## src/hdl/sgb_pkg.sv

```systemverilog
`default_nettype none
// ----------------------------------------------------------------------------
// sgb_pkg
// Shared types and constants of the separable 5x5 blur unit.
// ----------------------------------------------------------------------------
package sgb_pkg;

  localparam int MAX_WIDTH_DEF  = 2048;
  localparam int MAX_HEIGHT_DEF = 2048;
  localparam int MIN_SIZE       = 5;
  localparam int RST_WIDTH      = 640;
  localparam int RST_HEIGHT     = 480;

  localparam int CFG_W   = 12;   // configuration register width
  localparam int SZ_W    = 14;   // holds any frame size up to 8192
  localparam int POS_W   = 11;   // row and column fields of a result
  localparam int SUM_W   = 12;   // 1 2 4 2 1 sum of 8-bit values
  localparam int PROD_W  = 24;
  localparam int RECIP_W = 13;

  // q = (s * 6554) >> 16 equals s / 10 for every s below 2560
  localparam logic [RECIP_W-1:0] RECIP_10 = 13'd6554;
  localparam int RECIP_SHIFT = 16;

  localparam int FIFO_DEPTH = 8;
  localparam int FIFO_AW    = 3;

  typedef enum logic [0:0] {
    CFG_IMAGE_WIDTH  = 1'b0,
    CFG_IMAGE_HEIGHT = 1'b1
  } cfg_idx_t;

  typedef enum logic [1:0] {
    JOB_STORE = 2'd0,   // line store update only
    JOB_VERT  = 2'd1,   // emits the vertical result of row r-2
    JOB_PASS  = 2'd2    // emits the horizontal result of row r
  } job_kind_t;

  typedef struct packed {
    logic [7:0] red;
    logic [7:0] green;
    logic [7:0] blue;
  } pix_t;

  typedef struct packed {
    logic [POS_W-1:0] out_row;
    logic [POS_W-1:0] out_col;
    logic [7:0]       out_blue;
    logic [7:0]       out_green;
    logic [7:0]       out_red;
    logic             last_of_run;
    logic             frame_done;
  } out_pix_t;

endpackage
`default_nettype wire

```

## src/hdl/sgb_lane.sv

```systemverilog
`default_nettype none
// ----------------------------------------------------------------------------
// sgb_lane
// One color lane: 1 2 4 2 1 weighted sum, divided by 10 (truncating).
// ----------------------------------------------------------------------------
module sgb_lane
  import sgb_pkg::*;
(
  input  wire logic       clk,
  input  wire logic [7:0] a,
  input  wire logic [7:0] b,
  input  wire logic [7:0] c,
  input  wire logic [7:0] d,
  input  wire logic [7:0] e,
  output logic [7:0]      q
);

  logic [SUM_W-1:0]  sum;
  logic [PROD_W-1:0] prod_nxt;
  logic [PROD_W-1:0] prod_r;

  always_comb begin
    sum = {4'b0, a} + {3'b0, b, 1'b0} + {2'b0, c, 2'b0} + {3'b0, d, 1'b0} + {4'b0, e};
    prod_nxt = {{(PROD_W-SUM_W){1'b0}}, sum} * {{(PROD_W-RECIP_W){1'b0}}, RECIP_10};
  end

  always_ff @(posedge clk) begin
    prod_r <= prod_nxt;
  end

  // reciprocal multiply, registered product
  assign q = prod_r[RECIP_SHIFT +: 8];

endmodule
`default_nettype wire

```

## src/hdl/sgb_tap3.sv

```systemverilog
`default_nettype none
// ----------------------------------------------------------------------------
// sgb_tap3
// Three color lanes side by side, merged back into one pixel.
// ----------------------------------------------------------------------------
module sgb_tap3
  import sgb_pkg::*;
(
  input  wire logic clk,
  input  wire pix_t a,
  input  wire pix_t b,
  input  wire pix_t c,
  input  wire pix_t d,
  input  wire pix_t e,
  output pix_t      q
);

  logic [7:0] q_b;
  logic [7:0] q_g;
  logic [7:0] q_r;

  sgb_lane u_lane_b (
    .clk(clk), .a(a.blue), .b(b.blue), .c(c.blue), .d(d.blue), .e(e.blue), .q(q_b)
  );
  sgb_lane u_lane_g (
    .clk(clk), .a(a.green), .b(b.green), .c(c.green), .d(d.green), .e(e.green), .q(q_g)
  );
  sgb_lane u_lane_r (
    .clk(clk), .a(a.red), .b(b.red), .c(c.red), .d(d.red), .e(e.red), .q(q_r)
  );

  always_comb begin
    q.blue  = q_b;
    q.green = q_g;
    q.red   = q_r;
  end

endmodule
`default_nettype wire

```

## config.mk

```make
export PLATFORM = sky130hd
export DESIGN_NAME = sgb_tap3
export DESIGN_NICKNAME = d
export VERILOG_FILES = /design/src/hdl/sgb_pkg.sv /design/src/hdl/sgb_lane.sv /design/src/hdl/sgb_tap3.sv
export SDC_FILE = /design/constraint.sdc
export NUM_CORES = 1
export LEC_CHECK = 0
export BUFFER_PORTS_ARGS = -buffer_cell sky130_fd_sc_hd__buf_2
export CAP_MARGIN = 20
export CELL_PAD_IN_SITES_DETAIL_PLACEMENT = 1
export CELL_PAD_IN_SITES_GLOBAL_PLACEMENT = 1
export CORE_UTILIZATION = 41
export DETAILED_ROUTE_END_ITERATION = 10
export PLACE_DENSITY = 0.74
export SETUP_SLACK_MARGIN = 0.3
export SLEW_MARGIN = 10
export SYNTH_ARGS = -nofsm -noshare
export SYNTH_HDL_FRONTEND = slang
export SYNTH_SLANG_ARGS = --single-unit
export TNS_END_PERCENT = 100
```

## constraint.sdc

```tcl
create_clock -name clk -period 6.69 [get_ports clk]
set_input_delay 0.3345 -clock clk [delete_from_list [all_inputs] [get_ports clk]]
set_output_delay 0.3345 -clock clk [all_outputs]
set_load 0.1 [all_outputs]
```

Word level (Yosys, flattened, before mapping):

Cells that the tools add are included.
W data, S select, Z words.

* flip-flop bits (word level): 69
* bits in latches: 0
* bits in writable memories: 0
* bits in read-only memories: 0
* input bits: 121
* logic and storage cells: 18
* memories kept: 0

* add/sub/neg operators: 12
* multiply operators: 3
* div/mod/pow operators: 0
* order comparisons: 0
* eq/ne operators: 0
* shift-type cells: 0
* muxes and demuxes: 0
* bitwise operators: 0
* reduce and logical (&&, ||, !) cells: 0

Operators by type and width (count)
* $mul A12 B12 Y23 const B: 3
* $add A12 B10 Y12: 3
* $add A12 B8 Y12: 3
* $add A12 B9 Y12: 3
* $add A8 B9 Y10: 3

Logic depth before layout (Yosys ltp):

* depth after elaboration: 5
* gate-level depth with buffers: 34
* depth with buffers taken out: 34

Modules after synthesis:

Synthesis repeated with hierarchy kept, for this count alone.

* cells, all modules: 1161
* area total of the unflattened synthesis: 10959.3 um^2

By module, submodules not included
* sgb_lane (u_lane_b): times used 1, cells an instance 393, area an instance 3684.8 um^2, seq. area each 160.2 um^2
* sgb_lane (u_lane_r): times used 1, cells an instance 390, area an instance 3679.8 um^2, seq. area each 160.2 um^2
* sgb_lane (u_lane_g): times used 1, cells an instance 378, area an instance 3594.7 um^2, seq. area each 160.2 um^2

Worst setup path after synthesis:

No wires, ideal clock.

* path kind: input to register
* start point: in a[1] in the netlist's numbering
* end point: reg u_lane_b.prod_r[23]
* arrival time: 7.228 ns
* data required time: 6.570 ns
* path slack: -0.657 ns
* stages on the path: 33
* path through: ha_1 -> inv_1 -> fa_1 -> inv_1 -> fa_1 -> inv_1 -> fa_1 -> inv_1 -> ha_1 -> fa_1 -> a21oi_1 -> nor2_1 -> nor2_1 -> o21bai_1 -> a21oi_1 -> xnor2_1 -> ha_1 -> inv_1 -> fa_1 -> inv_1 -> fa_1 -> inv_1 -> fa_1 -> inv_1 -> fa_1 -> ha_1 -> a21oi_2 -> a21boi_1 -> o21ai_0 -> a21oi_1 -> a311oi_4 -> nor2_2 -> a211o_1

* word-level cells in the longest chain between the ends: 5

RTL lines
* from (decl): RTL line sgb_tap3.sv:10 `input wire pix_t a,`
* $add A8 B9 Y10: RTL line sgb_lane.sv:23 `sum = {4'b0, a} + {3'b0, b, 1'b0} + {2'b0, c, 2'b0} + {3'b0, d, 1'b0} + {4'b0, e};`
* $add A12 B10 Y12: RTL line sgb_lane.sv:23
* $add A12 B9 Y12: RTL line sgb_lane.sv:23
* $add A12 B8 Y12: RTL line sgb_lane.sv:23
* $mul A12 B12 Y23: RTL line sgb_lane.sv:24 `prod_nxt = {{(PROD_W-SUM_W){1'b0}}, sum} * {{(PROD_W-RECIP_W){1'b0}}, RECIP_10};`
* named net u_lane_b.prod_nxt[23]: RTL line sgb_lane.sv:19 `logic [PROD_W-1:0] prod_nxt;`
* to (signal assigned): RTL line sgb_lane.sv:28 `prod_r <= prod_nxt;`
* to (decl): RTL line sgb_lane.sv:20 `logic [PROD_W-1:0] prod_r;`

The timed path passes the listed nets, and every way through them passes these cells.

Worst setup path in the final report:

* start point: in a[9] in the netlist's numbering
* end point: reg u_lane_g.prod_r[19]

* word-level cells in the longest chain between the ends: 5

RTL lines (RTL line)
* $add A8 B9 Y10: sgb_lane.sv:23
* $add A12 B10 Y12: sgb_lane.sv:23
* $add A12 B9 Y12: sgb_lane.sv:23
* $add A12 B8 Y12: sgb_lane.sv:23
* $mul A12 B12 Y23: sgb_lane.sv:24
* named net u_lane_g.prod_nxt[19]: sgb_lane.sv:19
* to (signal assigned): sgb_lane.sv:28
* to (decl): sgb_lane.sv:20

The timed path passes the listed nets, and every way through them passes these cells.

==> run_results.csv <==
group,metric,value,unit
synthesis,synth_edf_count,0,
worst_setup_path,worstPathRequired,6.87,ns
run_status,status,"finished with violations",
die,rows,60,
layout,nets,2170,
layout,num_antenna_cells,0,
global_route,grt_pass1_wl,55240,um
sta,rsz0062_at_grt,"yes",
global_route,track_usage,0.2447,
sta,layout_setup_ws,-0.8559,ns
run,drv_cap,0,
clock_tree,clock_path_buffers,2,
synthesis,yosys_warnings,0,
sta,fmaxAchievable,132.5,MHz
sta,setup_violations,24,
die,core_region_area,26880,um2
placement,numPortBuffers,144,
layout,drive_gt1_frac,0.3843,
sta,maxSlewHeadroom,0.5962,
synthesis,synth.ff_latch_count,24,
worst_setup_path,arrival,7.73,ns
global_route,grt_max_degree,15,
worst_setup_path,crit_path_start_kind,"primary input",
synthesis,synth-compound-area-share,0.08681,
placement,dpl_worst_slack,-0.8998,ns
clock_tree,path_clk_slew,0.06,ns
routing,vias,9859,
sta,hold_viol,0,
layout,final_common_cell,"inv_1",
synthesis,synth_top_family_by_area,"adder cells",
clock_tree,clock_sink_count,24,
layout,multi_input_area,10690,um2
routing,viasPerCell,5.127,
synthesis,ys_seq_area_frac,0.04290,
routing,ant_nets,0,
layout,fillers,3007,
routing,wl_per_cell,21.15,um
worst_setup_path,cpPeakStageDelay,0.55,ns
worst_hold_path,hp-class,"flop to output pin",
clock_tree,htreeDepth,1,
layout,areaGrowthSynthToFinish,41.08,%
placement,gp_congestion,0.8611,
sta,finalMaxSlewViolations,0,
layout,register_area,480.5,um2
run_status,violations,"setup timing",
clock_tree,cts_tree,"yes",
routing,drc_errors,0,
worst_setup_path,crit_top_cell,"fa_1",
synthesis,synth_adder_area_share,0.6312,
synthesis,synthArstFlopShare,0,
synthesis,avgSynthCellArea,9.279,um2
routing,drtIter0Drc,350,
synthesis,synthesis.area,11200,um2
sta,min_period,7.546,ns
synthesis,syn_nets,1794,
layout,layout_common_cells,"359 x inv_1, 246 x ha_1, 201 x buf_4",
synthesis,synth_xor_area_frac,0.06569,
global_route,grt_pass1_vias,11408,
sta,worstMarginPinSlew,0.5994,ns
die,die_area,27980,um2
synthesis,synth_simple_gate_area_share,0.03609,
die,initial_core_util,0.4167,
placement,dp_hpwl,24720,um
die,die_y,167.3,um
worst_setup_path,cp_max_fo,4,
sta,period_share,1.128,
die,ios,145,
synthesis,ys_types,51,
die,dieWidth,167.3,um
worst_setup_path,critPathKind,"primary input to flop",
synthesis,ys.flop_type,"dfxtp_1",
worst_setup_path,slowest_stage,"fa_1",
clock_tree,ctsHoldBuffers,0,
synthesis,synthCells,1207,
synthesis,synth_mux_area_frac,0.0008938,
clock_tree,cts_root_buffer,"clkbuf_16",
worst_setup_path,critPathCaptureType,"flop",
routing,dr.pass1.iters,4,
global_route,antenna_found_initial,0,
routing,wirelength,40670,um
global_route,grt-ovfl-total,0,
clock_tree,cts_buffers,3,
## state kept, by name (all words and copies together) (netlist names)
name             flops
u_lane_b.prod_r      8
u_lane_g.prod_r      8
u_lane_r.prod_r      8
## per-stage QoR
stage / cell area, um2 / hold WS [ns] / util / TNS (ns) / instances
finish: 15800 / 1.178 / 0.5879 / -13.41 / 1923
global route: 15800 / 1.196 / 0.5879 / -17.54 / 1923
CTS: 15120 / 1.180 / 0.5628 / -5.676 / 1901
detailed placement: 14020 / 0.8865 / 0.5216 / -15.64 / 1859
global placement: 14020 / 0.8868 / 0.5216 / -11.35 / 1859
floorplan: 11620 / 0.9416 / - / -1.740 / 1207
## layer usage
layer  vias to the layer above  track usage  share of wire
met5                         -            0              0
met4                         0      0.07459          0.051
met3                       153      0.02576          0.034
met2                       314       0.4843           0.53
met1                      4912       0.2711           0.38
li1                       4480            -              -
## final cells by class
cell class,instances,area share
clock buffer,3,0.004751
clock inverter,1,0.001901
inverter,407,0.09701
multi-input combinational,776,0.6764
sequential,24,0.03041
tap,341,0.02700
timing repair buffer,371,0.1626
## cells by family (layout without fill, tap and decap cells)
group,after synthesis,after routing
adders and majority gates,466,466
buffers and inverters,407,782
AOI/OAI and AO/OA,146,146
xor gates and xnor gates,84,84
and+or+nand+nor,79,79
DFF,24,24
muxes,1,1
## worst max-delay path, delay by kind of cell
| family | cells | cell delay, ns |
|---|---|---|
| fa+ha+maj | 11 | 4.25 |
| compound gates | 6 | 1.21 |
| xor+xnor | 3 | 0.51 |
| buf+inv | 9 | 1.00 |
| simple gates | 4 | 0.38 |
## cell usage after synthesis (2+ instances only)
cell        n  area (um2)
a211oi_1    6       45.04
a21o_1     16       120.1
a21oi_1    52       260.3
a21oi_2     4       35.03
a221o_1     2       20.02
a31oi_1     2       12.51
and2_1     13       81.33
and3_1      2       12.51
dfxtp_1    24       480.5
fa_1      165        3303
ha_1      301        3766
inv_1     407        1528
nand2_1    20       75.07
nand2b_1    4       25.02
nand3_1     9       45.04
nand4_1     2       12.51
nor2_1     15       56.30
nor2b_1     6       37.54
o211ai_1    3       22.52
o21a_1      6       45.04
o21ai_0    20       100.1
o21ai_1     3       15.01
o21bai_1   15       112.6
xnor2_1    52       455.4
xor2_1     32       280.3
## final timing paths
| path | start | end | slack, ns | depth (start not counted) |
|---|---|---|---|---|
| worst max-delay path | a[9] | u_lane_g.prod_r[19] | -0.86 | 33 |
| worst min-delay path | u_lane_g.prod_r[23] | q[15] | 1.18 | 1 |
## repair_timing
action,in CTS,in global routing
pin swaps,106,66
endpoints found under the setup margin,24,24
setup buffers,38,22
resized for setup,134,88
gates cloned,0,0
Power is left out: the tool's default activity adds up to more than one toggle a clock period on the data nets, which glitch-free logic cannot reach.
